File: src/design/act_pkg.sv
// Shared types, register indexes and reset values for the adaptive concurrency throttle.
// No dependencies; imported by every module of the block.
package act_pkg;

  // Field widths
  localparam int LIM_W     = 11;
  localparam int RATE_W    = 16;
  localparam int CFG_W     = 16;
  localparam int CFG_IDX_W = 2;

  // Default for the active count ceiling
  localparam int MAX_ACTIVE_DEF = 1024;

  // Register indexes
  localparam logic [CFG_IDX_W-1:0] CFG_INIT_LIMIT     = 2'd0;
  localparam logic [CFG_IDX_W-1:0] CFG_FALLBACK_LIMIT = 2'd1;
  localparam logic [CFG_IDX_W-1:0] CFG_MAX_LIMIT      = 2'd2;
  localparam logic [CFG_IDX_W-1:0] CFG_GROWTH_STEP    = 2'd3;

  // Register reset values
  localparam logic [LIM_W-1:0]  INIT_LIMIT_RST     = 11'd100;
  localparam logic [LIM_W-1:0]  FALLBACK_LIMIT_RST = 11'd10;
  localparam logic [LIM_W-1:0]  MAX_LIMIT_RST      = 11'd1000;
  localparam logic [RATE_W-1:0] GROWTH_STEP_RST    = 16'd100;

  // Event kinds
  localparam logic REQ_START  = 1'b0;
  localparam logic REQ_FINISH = 1'b1;

  typedef struct packed {
    logic req_type;
    logic success;
  } in_item_t;

  typedef struct packed {
    logic             high_load;
    logic [LIM_W-1:0] current_limit;
    logic [LIM_W-1:0] active_count;
  } out_item_t;

  // Settings that steer the limit adaptation
  typedef struct packed {
    logic [LIM_W-1:0]  fallback_limit;
    logic [LIM_W-1:0]  max_limit;
    logic [RATE_W-1:0] growth_step;
  } act_cfg_t;

  // Load of the current limit on an initial-limit write
  typedef struct packed {
    logic             load;
    logic [LIM_W-1:0] value;
  } limit_load_t;

endpackage

File: src/design/act_cfg_regs.sv
// Configuration registers of the throttle: fallback limit, maximum limit, growth step.
// Depends on act_pkg; also signals an initial-limit write so the core reloads its limit.
module act_cfg_regs (
  input  logic                           clk,
  input  logic                           rst_n,
  input  logic                           cfg_we,
  input  logic [act_pkg::CFG_IDX_W-1:0]  cfg_idx,
  input  logic [act_pkg::CFG_W-1:0]      cfg_wdata,
  output act_pkg::act_cfg_t              cfg,
  output act_pkg::limit_load_t           lim_load
);
  import act_pkg::*;

  logic [LIM_W-1:0]  restart_r, restart_nxt;
  logic [LIM_W-1:0]  max_r, max_nxt;
  logic [RATE_W-1:0] rate_r, rate_nxt;

  // Register write decode
  always_comb begin
    restart_nxt = restart_r;
    max_nxt     = max_r;
    rate_nxt    = rate_r;
    if (cfg_we) begin
      case (cfg_idx)
        CFG_FALLBACK_LIMIT: restart_nxt = cfg_wdata[LIM_W-1:0];
        CFG_MAX_LIMIT:      max_nxt     = cfg_wdata[LIM_W-1:0];
        CFG_GROWTH_STEP:    rate_nxt    = cfg_wdata[RATE_W-1:0];
        default: ;
      endcase
    end
  end

  always_ff @(posedge clk) begin
    if (!rst_n) begin
      restart_r <= FALLBACK_LIMIT_RST;
      max_r     <= MAX_LIMIT_RST;
      rate_r    <= GROWTH_STEP_RST;
    end else begin
      restart_r <= restart_nxt;
      max_r     <= max_nxt;
      rate_r    <= rate_nxt;
    end
  end

  // The initial limit is not kept: a write only reloads the current limit
  assign lim_load.load  = cfg_we && (cfg_idx == CFG_INIT_LIMIT);
  assign lim_load.value = cfg_wdata[LIM_W-1:0];

  assign cfg.fallback_limit = restart_r;
  assign cfg.max_limit      = max_r;
  assign cfg.growth_step    = rate_r;

endmodule

File: src/design/act_core.sv
// State of the throttle (active count, limit, success counter, load flag) and its update.
// Depends on act_pkg; the result for an item is the state after that item.
module act_core #(
  parameter int MAX_ACTIVE = act_pkg::MAX_ACTIVE_DEF
) (
  input  logic                 clk,
  input  logic                 rst_n,
  input  logic                 upd,
  input  act_pkg::in_item_t    item,
  input  act_pkg::act_cfg_t    cfg,
  input  act_pkg::limit_load_t lim_load,
  output act_pkg::out_item_t   result
);
  import act_pkg::*;

  localparam int CNT_W = $clog2(MAX_ACTIVE + 1);
  localparam int CMP_W = (CNT_W > LIM_W) ? CNT_W : LIM_W;
  localparam logic [CNT_W-1:0] CNT_MAX = CNT_W'(MAX_ACTIVE);

  logic [CNT_W-1:0]  cnt_r, cnt_nxt;
  logic [LIM_W-1:0]  lim_r, lim_nxt;
  logic [RATE_W-1:0] succ_r, succ_nxt;
  logic              flag_r, flag_nxt;

  logic [RATE_W:0]   succ_inc;
  logic [CMP_W-1:0]  cnt_ext;
  logic [CMP_W-1:0]  lim_ext;
  logic              below_lim;

  assign lim_ext  = CMP_W'(lim_r);
  assign cnt_ext  = CMP_W'(cnt_nxt);
  assign below_lim = cnt_ext < lim_ext;
  assign succ_inc = {1'b0, succ_r} + {{RATE_W{1'b0}}, 1'b1};

  // Next state for one item
  always_comb begin
    cnt_nxt  = cnt_r;
    lim_nxt  = lim_r;
    succ_nxt = succ_r;
    flag_nxt = flag_r;
    if (item.req_type == REQ_START) begin
      if (cnt_r != CNT_MAX) cnt_nxt = cnt_r + {{(CNT_W-1){1'b0}}, 1'b1};
      if (below_lim) begin
        flag_nxt = 1'b0;
      end else begin
        flag_nxt = 1'b1;
        succ_nxt = '0;
        if (lim_r > cfg.fallback_limit) lim_nxt = cfg.fallback_limit;
      end
    end else begin
      if (cnt_r != '0) cnt_nxt = cnt_r - {{(CNT_W-1){1'b0}}, 1'b1};
      if (below_lim) flag_nxt = 1'b0;
      if (item.success) begin
        if (succ_inc >= {1'b0, cfg.growth_step}) begin
          succ_nxt = '0;
          if (lim_r < cfg.max_limit) lim_nxt = lim_r + {{(LIM_W-1){1'b0}}, 1'b1};
        end else begin
          succ_nxt = succ_inc[RATE_W-1:0];
        end
      end
    end
  end

  // State registers; an initial-limit write reloads the limit while idle
  always_ff @(posedge clk) begin
    if (!rst_n) begin
      cnt_r  <= '0;
      lim_r  <= INIT_LIMIT_RST;
      succ_r <= '0;
      flag_r <= 1'b0;
    end else if (upd) begin
      cnt_r  <= cnt_nxt;
      lim_r  <= lim_nxt;
      succ_r <= succ_nxt;
      flag_r <= flag_nxt;
    end else if (lim_load.load) begin
      lim_r <= lim_load.value;
    end
  end

  assign result.high_load     = flag_nxt;
  assign result.current_limit = lim_nxt;
  assign result.active_count  = cnt_ext[LIM_W-1:0];

  // Count never passes its ceiling
  a_cnt_bound: assert property (@(posedge clk) disable iff (!rst_n)
    cnt_r <= CNT_MAX) else $error("active count above ceiling");

  // A start under high load clears the success counter
  a_succ_clr: assert property (@(posedge clk) disable iff (!rst_n)
    upd && (item.req_type == REQ_START) && flag_nxt |=> succ_r == '0)
    else $error("success counter not cleared on high load");

  // Count only moves on an item
  a_cnt_hold: assert property (@(posedge clk) disable iff (!rst_n)
    !upd |=> $stable(cnt_r)) else $error("active count moved without item");

endmodule

File: src/design/adaptive_concurrency_throttle.sv
// Adaptive concurrency throttle: input register, state update, result register.
// Throughput one item per cycle while the result register is not stalled by out_ready.
// The state update is a single pass of compares and increments on the stored state.
// Reset (rst_n low, synchronous): pipeline empty, count and success counter zero,
// limit 100, registers at their reset values.
// Depends on act_pkg, act_cfg_regs and act_core.
module adaptive_concurrency_throttle #(
  parameter int MAX_ACTIVE = act_pkg::MAX_ACTIVE_DEF
) (
  input  logic                          clk,
  input  logic                          rst_n,
  input  logic                          in_valid,
  output logic                          in_ready,
  input  act_pkg::in_item_t             in_data,
  output logic                          out_valid,
  input  logic                          out_ready,
  output act_pkg::out_item_t            out_data,
  input  logic                          cfg_we,
  input  logic [act_pkg::CFG_IDX_W-1:0] cfg_idx,
  input  logic [act_pkg::CFG_W-1:0]     cfg_wdata
);
  import act_pkg::*;

  logic        in_v_r, in_v_nxt;
  in_item_t    in_d_r;
  logic        out_v_r, out_v_nxt;
  out_item_t   out_d_r;
  logic        adv;
  act_cfg_t    cfg;
  limit_load_t lim_load;
  out_item_t   result;

  act_cfg_regs u_cfg (
    .clk       (clk),
    .rst_n     (rst_n),
    .cfg_we    (cfg_we),
    .cfg_idx   (cfg_idx),
    .cfg_wdata (cfg_wdata),
    .cfg       (cfg),
    .lim_load  (lim_load)
  );

  act_core #(.MAX_ACTIVE(MAX_ACTIVE)) u_core (
    .clk      (clk),
    .rst_n    (rst_n),
    .upd      (adv),
    .item     (in_d_r),
    .cfg      (cfg),
    .lim_load (lim_load),
    .result   (result)
  );

  // Item moves from input register to result register when the latter is empty or being read
  assign adv      = in_v_r && (!out_v_r || out_ready);
  assign in_ready = !in_v_r || adv;

  always_comb begin
    in_v_nxt = in_v_r;
    if (adv) in_v_nxt = 1'b0;
    if (in_valid && in_ready) in_v_nxt = 1'b1;
    out_v_nxt = out_v_r;
    if (out_v_r && out_ready) out_v_nxt = 1'b0;
    if (adv) out_v_nxt = 1'b1;
  end

  // Control
  always_ff @(posedge clk) begin
    if (!rst_n) begin
      in_v_r  <= 1'b0;
      out_v_r <= 1'b0;
    end else begin
      in_v_r  <= in_v_nxt;
      out_v_r <= out_v_nxt;
    end
  end

  // Payload
  always_ff @(posedge clk) begin
    if (in_valid && in_ready) in_d_r <= in_data;
    if (adv) out_d_r <= result;
  end

  assign out_valid = out_v_r;
  assign out_data  = out_d_r;

  // An empty input stage always takes an item
  a_in_free: assert property (@(posedge clk) disable iff (!rst_n)
    !in_v_r |-> in_ready) else $error("input stage empty but not ready");

  // An item that advances shows up as a result
  a_adv_out: assert property (@(posedge clk) disable iff (!rst_n)
    adv |=> out_v_r) else $error("advanced item lost");

  // A held item stays in the input stage
  a_in_hold: assert property (@(posedge clk) disable iff (!rst_n)
    in_v_r && !adv |=> in_v_r) else $error("input item dropped");

endmodule

File: config.mk
export PLATFORM = sky130hd
export DESIGN_NAME = adaptive_concurrency_throttle
export DESIGN_NICKNAME = d
export VERILOG_FILES = /design/src/design/act_pkg.sv /design/src/design/act_cfg_regs.sv /design/src/design/act_core.sv /design/src/design/adaptive_concurrency_throttle.sv
export SDC_FILE = /design/constraint.sdc
export NUM_CORES = 1
export LEC_CHECK = 0
export ABC_AREA = 1
export BUFFER_PORTS_ARGS = -buffer_cell sky130_fd_sc_hd__buf_2
export CAP_MARGIN = 20
export CORE_ASPECT_RATIO = 0.7
export CORE_UTILIZATION = 56
export DETAILED_ROUTE_END_ITERATION = 16
export PLACE_DENSITY_LB_ADDON = 0.25
export SLEW_MARGIN = 20
export SYNTH_ARGS = -nofsm -noshare
export SYNTH_HDL_FRONTEND = slang
export SYNTH_SLANG_ARGS = --single-unit
export TNS_END_PERCENT = 1
File: constraint.sdc
create_clock -name clk -period 7.9 [get_ports clk]
set_clock_uncertainty 0.15 [all_clocks]
set_input_delay 0.395 -clock clk [delete_from_list [all_inputs] [get_ports clk]]
set_output_delay 0.395 -clock clk [all_outputs]
set_load 0.02 [all_outputs]
==> Word level (Yosys, flattened, before mapping) <==
Cells that the tools add are included.
{ "totals": {"output_inout_bits": 25, "register_bits": 104, "wordCells": 67, "input_bits": 25} }
{ "classes": {"add_sub_neg": 4, "n_eq_ne": 6, "reduce_logical": 17, "muxes": 22, "n_lt_le_gt_ge": 4} }
{ "op_table": {"columns": ["cell", "n"], "rows": [
  ["$mux 11", 11],
  ["$mux 16", 4],
  ["$add 11x1->11 const B", 2],
  ["$lt 11x11->1", 2],
  ["$add 16x1->17 const B", 1],
  ["$ge 17x16->1", 1],
  ["$gt 11x11->1", 1],
  ["$ne 11x11->1 const B", 1],
  ["$reduce_bool 11->1", 1],
  ["$sub 11x1->11 const B", 1],
  ["$mux 1", 7],
  ["$reduce_and 2->1", 3],
  ["$reduce_bool 2->1", 3],
  ["$eq 2x2->1 const B", 2],
  ["$logic_and 1x1->1", 4],
  ["$ne 2x2->1 const B", 2],
  ["$reduce_and 3->1", 1],
  ["$eq 2x1->1 const B", 1],
  ["$logic_not 1->1", 2],
  ["$logic_not 2->1", 1],
  ["$logic_or 1x1->1", 2]
]} }

==> Longest topological paths before layout <==
Gate-level depths: netlist of run 1.
{ "depth": {"ltp_word": 7, "ltp_mapped": 25, "mapped_depth_nobuf": 24} }

==> Cells and area by module <==
A second synthesis of run 1 with hierarchy kept.
{ "unflattened": {"cells_unflattened": 976, "hier_area_um2": 6827.8} }
{ "modules_own_cells": {"columns": ["module", "area_each_um2", "seq_area_each_um2", "instances", "cells_per_inst"], "rows": [
  ["act_core", 4340.4, 780.7, 1, 701],
  ["act_cfg_regs", 1641.6, 760.7, 1, 237],
  ["adaptive_concurrency_throttle", 845.8, 790.8, 1, 38]
]} }

==> Least setup slack after synthesis of run 1 <==
OpenSTA, ideal clock, no wires.
{ "synth_path": {"path_type": "register to register", "from": "register u_core.cnt_r[0]", "to": "register out_d_r (netlist bit out_data[17]) (data pin)", "stages_incl_launch_ff": 21, "setup_slack_ns": 4.536, "arrival_ns": 2.952, "setup_ns": 0.262, "n_path_buf": 0, "required_time_ns": 7.488, "synth_period_minus_slack_ns": 3.364, "path_cell_list": "dfxtp_1 inv_1 ha_1 nand2_1 nor2_1 nand3_1 inv_1 nor2_2 nand2_1 o31ai_1 xor2_1 inv_1 ha_1 a21oi_1 o21a_1 o221a_2 nand2_8 nand2_4 a21oi_1 o21ai_1 nand2_1"} }
{ "synth_lines": {"columns": ["item", "line_no", "text"], "rows": [
  ["from (decl)", "act_core.sv:20", "logic [CNT_W-1:0] cnt_r, cnt_nxt;"],
  ["from (signal assigned)", "act_core.sv:72", "cnt_r <= cnt_nxt;"],
  ["to (signal assigned)", "adaptive_concurrency_throttle.sv:80", "if (adv) out_d_r <= result;"],
  ["to (decl)", "adaptive_concurrency_throttle.sv:27", "out_item_t out_d_r;"]
]} }

==> impl_metrics.json, run 1 <==
{
  "status": "completed",
  "relSlewSlack_pct": 53.1,
  "seq_area_frac_synth_pct": 36.7,
  "antenna_found_initial": 0,
  "hold_path.class": "input port to flop",
  "syn_avg_cell_area_um2": 7.68,
  "ys_types": 48,
  "fillers": 943,
  "cts-resized-gates": 0,
  "detail_route.iter0.violations": 557,
  "cts-root-buf": "clkbuf_16",
  "hold_buffers": 0,
  "die_w_um": 129,
  "drt_pass1_iterations": 7,
  "synth_top_flop_cell": "dfxtp_1",
  "period_minus_slack_ns": 4.12,
  "io_pins": 50,
  "viasPerCell": 5.60,
  "setup_viol": 0,
  "place_hpwl_mm": 12.5,
  "rows": 32,
  "worst_ep_required_time_ns": 8.02,
  "route.met2.wl_mm": 7.13,
  "h-tree-depth": 3,
  "synth.most_common_cell": "inv_1",
  "drv_slew": 0,
  "crit_fanout": 27,
  "wirelength_mm": 16.7,
  "synth_seq_cells": 104,
  "insertion_delay_ns": 0.35,
  "tns_ns": 0,
  "p_leak_nw": 3.24,
  "final_hold_viol_count": 0,
  "max-cap-violations": 0,
  "drive_above_1_share_pct": 15.2,
  "die_height_um": 91.1,
  "met3_length_mm": 1.28,
  "tritoncts": "yes",
  "vdd_drop_max_mv": 0.121,
  "critPathLaunchType": "flop",
  "highest_layer": "met4",
  "rsz0062_at_grt": "no",
  "clock.fmax_ghz": 0.242,
  "syn_inst": 827,
  "ys_async_sr_fraction_pct": 0,
  "cts_sinks": 104,
  "postCtsSetupRepairBufs": 0,
  "core_area_um2": 11000,
  "antenna_cells": 0,
  "dieArea_um2": 11800,
  "synth_top_area_share_pct": 24.9,
  "area_growth_pct": 10.9,
  "worstPathArrival_ns": 4.25,
  "cts_inserted_buffers": 9,
  "track_usage_pct": 30.1,
  "drc": 0,
  "synth_area_um2": 6350,
  "yosys_warnings": 0,
  "wl_per_cell_um": 16.3,
  "grt_pass1_vias": 5377,
  "wl_met1_mm": 8.15,
  "ys_top_cells_by_area": "dfxtp_1 (25%), edfxtp_1 (12%), ha_1 (10%)",
  "io_buffer_count": 49,
  "fin_nets": 944,
  "p_per_area_nw_per_um2": 208,
  "overflow": 0,
  "clk_pin_slew_ns": 0.07,
  "gp_congestion": 0.884,
  "yosysTopAreaCell": "dfxtp_1",
  "period_share_pct": 52.2,
  "final_core_util_pct": 64.0,
  "vias": 5749,
  "worst_slew_pin_slew_ns": 0.696,
  "grt_pass1_wl_mm": 27.2,
  "ctsLongestPathBuffers": 2,
  "synth_edf_count": 25,
  "start_util_pct": 57.7,
  "worstSetupPathType": "flop to flop",
  "critPathCaptureType": "flop",
  "synth_common_cells": "inv_1 (127), nand2_1 (123), a21oi_1 (87)",
  "synth.net_count": 903,
  "ant_nets": 0,
  "grt_max_degree": 57
}
## logic make-up (layout without fill, tap and decap cells)
family	after synthesis	count (layout)	synth area share (%)
xor+xnor	22	22	3.03
flops	104	104	36.7
fa+ha+maj	51	51	10.0
simple gates	275	275	21.0
buf+inv	164	210	10.4
compound gates	211	211	18.8
## cell usage in the layout, fill, tap and decap left out, drive strengths merged, types with 3 or more instances in the layout
master and count:
nand4 11, inv 140, o21ai 84, buf 55
edfxtp 25, nor3 18, o31ai 3, nor2 54
a21oi 95, clkinv 3, nor4 3, clkbuf 10
dfxtp 79, o211ai 10, o22ai 6, nand2 140
a211oi 3, xor2 20, a221oi 3, nand3 47
ha 51
## registers in the layout, summed over array words and instances (netlist names), 2 cells and up
name             count
out_data            23
u_cfg.max_r         11
in_d_r               2
u_core.lim_ext      11
u_cfg.rate_r        16
u_cfg.restart_r     11
u_core.succ_r       16
u_core.cnt_r        11
## final timing paths
| kind | from | endpoint | slack (ns) | cells past startpoint |
|---|---|---|---|---|
| hold / removal | in_data[0] | in_d_r[0] | 0.07 | 1 |
| setup reg to reg | u_core.cnt_r[0] | u_core.succ_r[13] | 3.78 | 20 |
| setup / recovery | u_core.cnt_r[0] | u_core.succ_r[13] | 3.78 | 20 |
| hold reg to reg | u_cfg.rate_r[14] | u_cfg.rate_r[14] | 0.32 | 2 |
## area by class of cell
cell class	instances	area, um2	share of cell area (%)
flip-flops and latches	104	2330	33.1
multi-input cells	559	3370	47.8
repair buffers	55	302	4.28
inverters	139	522	7.41
clock inverters	6	88.8	1.26
well taps	153	191	2.72
clock buffers	10	239	3.39
## metrics by stage
step	power (mW)	cell area (um2)	instances	setup slack (ns)	hold WS [ns]
floorplan	0.882	6350	827	4.54	0.285
finish	1.47	7040	1026	3.78	0.0704
detailed placement	0.969	6700	1009	3.82	0.307
CTS	1.46	7030	1025	3.79	0.0699
global placement	0.955	6690	1008	3.91	0.300
global route	1.53	7040	1026	3.31	0.0682
## where the power goes
group	switching [mW]	total (mW)	internal, mW	leakage (nW)
registers	0.0297	0.615	0.586	0.886
logic	0.240	0.354	0.113	2.19
clock network	0.210	0.499	0.289	0.164
total	0.481	1.47	0.988	3.24
## worst max-delay path: stages (launching register included)
cell and delay [ns]:
dfxtp_1 0.43, inv_1 0.18, ha_1 0.30, nand2_1 0.08, nor2_1 0.06, nand3_1 0.11
inv_1 0.08, nor2_2 0.23, nand4_1 0.16, o32ai_1 0.29, xor2_1 0.28, inv_1 0.11
ha_1 0.29, nand4_1 0.10, nor3_1 0.30, nand2_4 0.16, nand3_2 0.12, nand2_4 0.19
inv_2 0.17, nand3_1 0.09, a21oi_2 0.14
## layer usage
layer	vias to the layer above	GRT usage [%]
li1	2848	-
met1	2659	44.9
met2	225	44.8
met3	17	5.01
met4	0	7.06
met5	-	0
No activity file was read; power rests on OpenSTA's default activity.
==> run 2, diff against run 1 <==
ABC_AREA = 0   (was 1)
clock period = 4.1 ns   (was 7.9 ns; I/O delays follow)
==> impl_metrics.json, run 2 <==
{
  "status": "completed",
  "viasPerCell": 6.21,
  "track_usage_pct": 32.1,
  "drc": 0,
  "synth_area_um2": 6290,
  "grt_pass1_vias": 5810,
  "drt_pass1_iterations": 6,
  "route.met2.wl_mm": 7.93,
  "ys_top_cells_by_area": "dfxtp_1 (25%), edfxtp_1 (12%), ha_1 (10%)",
  "fin_nets": 905,
  "cp_common_cell": "nor2_1",
  "p_per_area_nw_per_um2": 392,
  "yosys_warnings": 0,
  "antenna_found_initial": 0,
  "cts_inserted_buffers": 9,
  "cts-root-buf": "clkbuf_16",
  "worstPathArrival_ns": 4.16,
  "die_height_um": 90.7,
  "worstSetupPathType": "flop to flop",
  "tns_ns": 0,
  "cts_sinks": 104,
  "ant_nets": 0,
  "synth_top_area_share_pct": 25.2,
  "drive_above_1_share_pct": 18.7,
  "dieArea_um2": 11700,
  "grt_pass1_wl_mm": 29.1,
  "wl_per_cell_um": 18.8,
  "p_leak_nw": 3.15,
  "worst_ep_required_time_ns": 4.25,
  "synth_common_cells": "nand2_1 (114), dfxtp_1 (79), a21oi_1 (72)",
  "core_area_um2": 10600,
  "yosysTopAreaCell": "dfxtp_1",
  "insertion_delay_ns": 0.35,
  "start_util_pct": 59.2,
  "p_total_mw": 2.96,
  "tritoncts": "yes",
  "highest_layer": "met4",
  "relSlewSlack_pct": 29.8,
  "clock.fmax_ghz": 0.249,
  "final_cell_mix": "nand2_1 (114), dfxtp_1 (75), a21oi_1 (71)",
  "ctsLongestPathBuffers": 2,
  "gp_congestion": 0.921,
  "final_common_cell": "nand2_1",
  "hold_path.class": "input port to flop",
  "syn_avg_cell_area_um2": 8.31,
  "largest_reg_flops": 23,
  "drv_slew": 0,
  "period_share_pct": 98.0,
  "io_buffer_count": 49,
  "critPathCaptureType": "flop",
  "final_hold_viol_count": 0,
  "place_hpwl_mm": 13.1,
  "synth_top_flop_cell": "dfxtp_1",
  "synth_seq_cells": 104,
  "syn_inst": 757,
  "detail_route.iter0.violations": 722,
  "clk_pin_slew_ns": 0.07,
  "setup_viol": 0,
  "antenna_cells": 0,
  "synth.most_common_cell": "nand2_1",
  "worst_path_max_delay_cell": "or4_4",
  "rsz0062_at_grt": "yes",
  "area_growth_pct": 20.3,
  "critPathLaunchType": "flop",
  "wl_met1_mm": 8.31,
  "dp_slack_ns": -0.166,
  "ys_types": 69,
  "vias": 6100,
  "crit_chain": "or4_4 -> or2_2 -> nor2_1 -> nand2_1 -> a31oi_2 -> xnor2_1 -> ha_2 -> a2111oi_4 -> mux2_4 -> o21ai_4 -> buf_6 -> o211a_4 -> nor2_1 -> a32o_1",
  "vdd_drop_max_mv": 0.250,
  "met3_length_mm": 1.91,
  "io_pins": 50,
  "critPathMaxStageDelay_ns": 0.58,
  "worst_hold_slack_ns": 0.00895,
  "reg2reg_setup_slack_ns": 0.08,
  "die_w_um": 129,
  "overflow": 0,
  "synth_edf_count": 25,
  "synth.net_count": 833,
  "ys_async_sr_fraction_pct": 0,
  "max-cap-violations": 0,
  "h-tree-depth": 3,
  "seq_area_frac_synth_pct": 37.1,
  "wirelength_mm": 18.5,
  "rows": 31,
  "timing.final.ws_setup_ns": 0.0823,
  "crit_fanout": 7,
  "grt_max_degree": 35,
  "period_minus_slack_ns": 4.02,
  "worst_slew_pin_slew_ns": 1.05
}
[run 2: changes by cell type after synthesis, moves of 11 or more]
cell     delta
xnor2_1    +19
nand3_1    -20
a21o_1     +11
inv_1      -71
a21oi_1    -15
and3_1     +11
inv_2      -12
o21ai_0    -41
xor2_1     -12
[run 2: cells by family (layout without fill, tap and decap cells)]
logic type      Yosys count  after routing  synth area share (%)
xor+xnor                 29             29                  4.04
simple gates            262            262                  19.5
flops                   104            104                  37.1
compound gates          211            211                  22.4
mux                       3              3                 0.577
buf+inv                  97            174                  6.29
fa+ha+maj                51             51                  10.1
[run 2: path summary, 6_finish.rpt]
kind	start	to	cells past startpoint
max	u_core.cnt_r[3]	u_core.succ_r[15]	14
min	cfg_wdata[2]	u_cfg.max_r[2]	3
max reg2reg	u_core.cnt_r[3]	u_core.succ_r[15]	14
min reg2reg	u_cfg.max_r[1]	u_cfg.max_r[1]	2
[run 2: final cells by class]
type                    count  area (um2)
multi-input cells         556        3820
fillers                   841        3070
flip-flops and latches    104        2340
repair buffers            101         689
clock buffers              11         233
inverters                  57         214
well taps                 148         185
clock inverters             5        81.3
[run 2: routing by layer]
metal | up-vias | track usage [%]
met5 | - | 0
met4 | 0 | 7.55
met3 | 34 | 6.69
met2 | 363 | 48.8
met1 | 2849 | 46.1
li1 | 2854 | -
[run 2: power by group]
part,internal (mW),total (mW),switching [mW]
Combinational,0.353,0.860,0.506
Clock,0.536,0.927,0.390
Sequential,1.13,1.18,0.0470
Total,2.02,2.96,0.944
[run 2: repair_timing]
| action | in CTS | in global routing |
|---|---|---|
| pin swaps | 0 | 20 |
| resized for setup | 12 | 42 |
| hold buffers | 17 | 0 |
| endpoints found under the hold margin | 28 | 0 |
| buffers inserted | 0 | 3 |
| endpoints found under the setup margin | 30 | 37 |
[run 2: worst max-delay path, delay by kind of cell, from the launching register on]
family,cells,cell delay [ns]
buf+inv,1,0.14
simple gates,5,1.39
mux,1,0.23
compound gates,5,1.16
fa+ha+maj,1,0.37
xor+xnor,1,0.20
flops,1,0.31
[run 2: through the flow]
step / utilization, % / instances / instance area, um2
after CTS: 69.1 / 979 / 7350
after detailed placement: 63.9 / 946 / 6790
after floorplan: - / 757 / 6290
after global routing: 71.2 / 982 / 7560
final: 71.2 / 982 / 7560
after global placement: 63.9 / 946 / 6790
==> run 3, diff against run 2 <==
CORE_UTILIZATION = 55   (was 56)
clock period = 3.2 ns   (was 4.1 ns; I/O delays follow)
==> impl_metrics.json, run 3 (synthesis gave the netlist of run 2 again) <==
{
  "status": "finished, violations left",
  "violations": "negative setup slack",
  "worstSetupPathType": "flop to flop",
  "cts-root-buf": "clkbuf_16",
  "vias": 6325,
  "critPathMaxStageDelay_ns": 0.39,
  "grt_pass1_wl_mm": 30.2,
  "reg2reg_setup_slack_ns": -0.75,
  "critPathCaptureType": "flop",
  "vdd_drop_max_mv": 0.303,
  "hold_path.class": "input port to flop",
  "place_area_um2": 7450,
  "cts_sinks": 104,
  "period_minus_slack_ns": 3.95,
  "hold_start": "cfg_idx[0]",
  "setup_viol": 40,
  "viasPerCell": 5.93,
  "cp-startpoint": "u_core.cnt_r[1]",
  "place_hpwl_mm": 14.1,
  "crit_cells": 16,
  "multiInputGateArea_um2": 3840,
  "period_share_pct": 124,
  "rsz0062_at_grt": "yes",
  "rows": 32,
  "core_area_um2": 11100,
  "worst_slew_pin_slew_ns": 1.11,
  "gp_congestion": 0.980,
  "antenna_cells": 0,
  "relSlewSlack_pct": 25.8,
  "p_leak_nw": 3.55,
  "fin_nets": 984,
  "start_util_pct": 56.9,
  "clock.fmax_ghz": 0.253,
  "worst_ep_required_time_ns": 3.15,
  "grt_max_degree": 34,
  "largest_reg_flops": 23,
  "crit_chain": "inv_2 -> ha_4 -> or3b_4 -> nor4_4 -> buf_4 -> nor3_2 -> a21oi_2 -> xnor2_2 -> ha_1 -> a22oi_2 -> o211ai_1 -> a221oi_2 -> o21ai_4 -> and2_4 -> a22o_1 -> or3_1",
  "final_cell_mix": "nand2_1 (114), buf_4 (109), dfxtp_1 (77)",
  "die_height_um": 91.5,
  "overflow": 0,
  "tritoncts": "yes",
  "drive_above_1_share_pct": 25.7,
  "max-cap-violations": 0,
  "dieArea_um2": 11900,
  "insertion_delay_ns": 0.35,
  "worstPathArrival_ns": 3.90,
  "h-tree-depth": 3,
  "clk_pin_slew_ns": 0.07,
  "r2r_end": "out_data[14]",
  "detail_route.iter0.violations": 638,
  "regToRegStartpoint": "u_core.cnt_r[1]",
  "design_area_um2": 8140,
  "ant_nets": 0,
  "antenna_found_initial": 0,
  "wl_per_cell_um": 18.0,
  "worst_path_max_delay_cell": "or3b_4",
  "endpoint": "out_data[14]",
  "track_usage_pct": 33.1,
  "final_common_cell": "nand2_1",
  "area_growth_pct": 29.5,
  "die_w_um": 130,
  "fillers": 846,
  "p_per_area_nw_per_um2": 467,
  "crit_fanout": 5,
  "worst_hold_slack_ns": 0.146,
  "timing.final.ws_setup_ns": -0.753,
  "io_buffer_count": 49,
  "tns_ns": -23.50,
  "drv_slew": 0,
  "io_pins": 50,
  "r2r_cells": 16,
  "drt_pass1_iterations": 6,
  "ff_latch_area_um2": 2330,
  "critPathBufInv": 2,
  "critPathLaunchType": "flop",
  "final_hold_viol_count": 0,
  "critical-path-top-delay-family": "compound AO/OA/AOI/OAI gates",
  "ctsLongestPathBuffers": 2,
  "cts_inserted_buffers": 9,
  "grt_pass1_vias": 5931,
  "drc": 0,
  "wirelength_mm": 19.1
}
==> run 3: layout make-up <==
type,count,share of cell area (%)
inverter,57,2.66
tap,153,2.35
timing repair buffer,180,15.9
multi-input combinational,556,47.1
sequential,104,28.7
clock buffer,11,2.86
clock inverter,5,0.400
==> run 3: worst register-to-register path, stage by stage, from the launching register on <==
cell      delay [ns]
dfxtp_2         0.33
inv_2           0.08
ha_4            0.13
or3b_4          0.39
nor4_4          0.32
buf_4           0.17
nor3_2          0.06
a21oi_2         0.21
xnor2_2         0.12
ha_1            0.25
a22oi_2         0.21
o211ai_1        0.14
a221oi_2        0.34
o21ai_4         0.14
and2_4          0.16
a22o_1          0.21
or3_1           0.30
==> run 3: worst min path at each step <==
stage                  endpoint  slack, ns  depth (start not counted)
2_1_floorplan         in_d_r[0]       0.11                          0
3_3_place_gp          in_d_r[1]       0.19                          1
3_5_place_dp          in_d_r[1]       0.20                          1
4_1_cts        u_cfg.rate_r[11]       0.14                          3
5_1_grt          u_cfg.max_r[1]       0.17                          4
6_report         u_cfg.max_r[1]       0.15                          4
==> run 3: layer usage <==
layer  routed length (um)  share of wire (%)  vias up  global-route usage (%)
met5                    0                  0        -                       0
met4                  240                1.3        0                    8.53
met3                 1820                9.5       26                    6.54
met2                 8440                 44      306                    50.0
met1                 8640                 45     2979                    47.7
li1                     -                  -     3014                       -
==> run 3: what timing repair did <==
item,CTS,global route
hold buffers,20,0
setup endpoints to repair,40,40
pin swaps,17,12
endpoints found under the hold margin,41,0
setup buffers,3,2
resized for setup,11,24
==> run 3: through the flow <==
step                      setup WS (ns)  total power, mW  cells  utilization, %
after floorplan                  -0.563             2.22    757               -
after global placement           -0.619             2.60   1025            67.4
after detailed placement         -0.751             2.64   1025            67.4
after CTS                        -0.687             3.71   1064            72.2
after global routing             -0.895             3.97   1066            73.7
final                            -0.753             3.80   1066            73.7
==> run 3: where the power goes <==
group / internal [mW] / switching [mW]
registers: 1.45 / 0.0512
logic: 0.575 / 0.696
clock network: 0.528 / 0.504
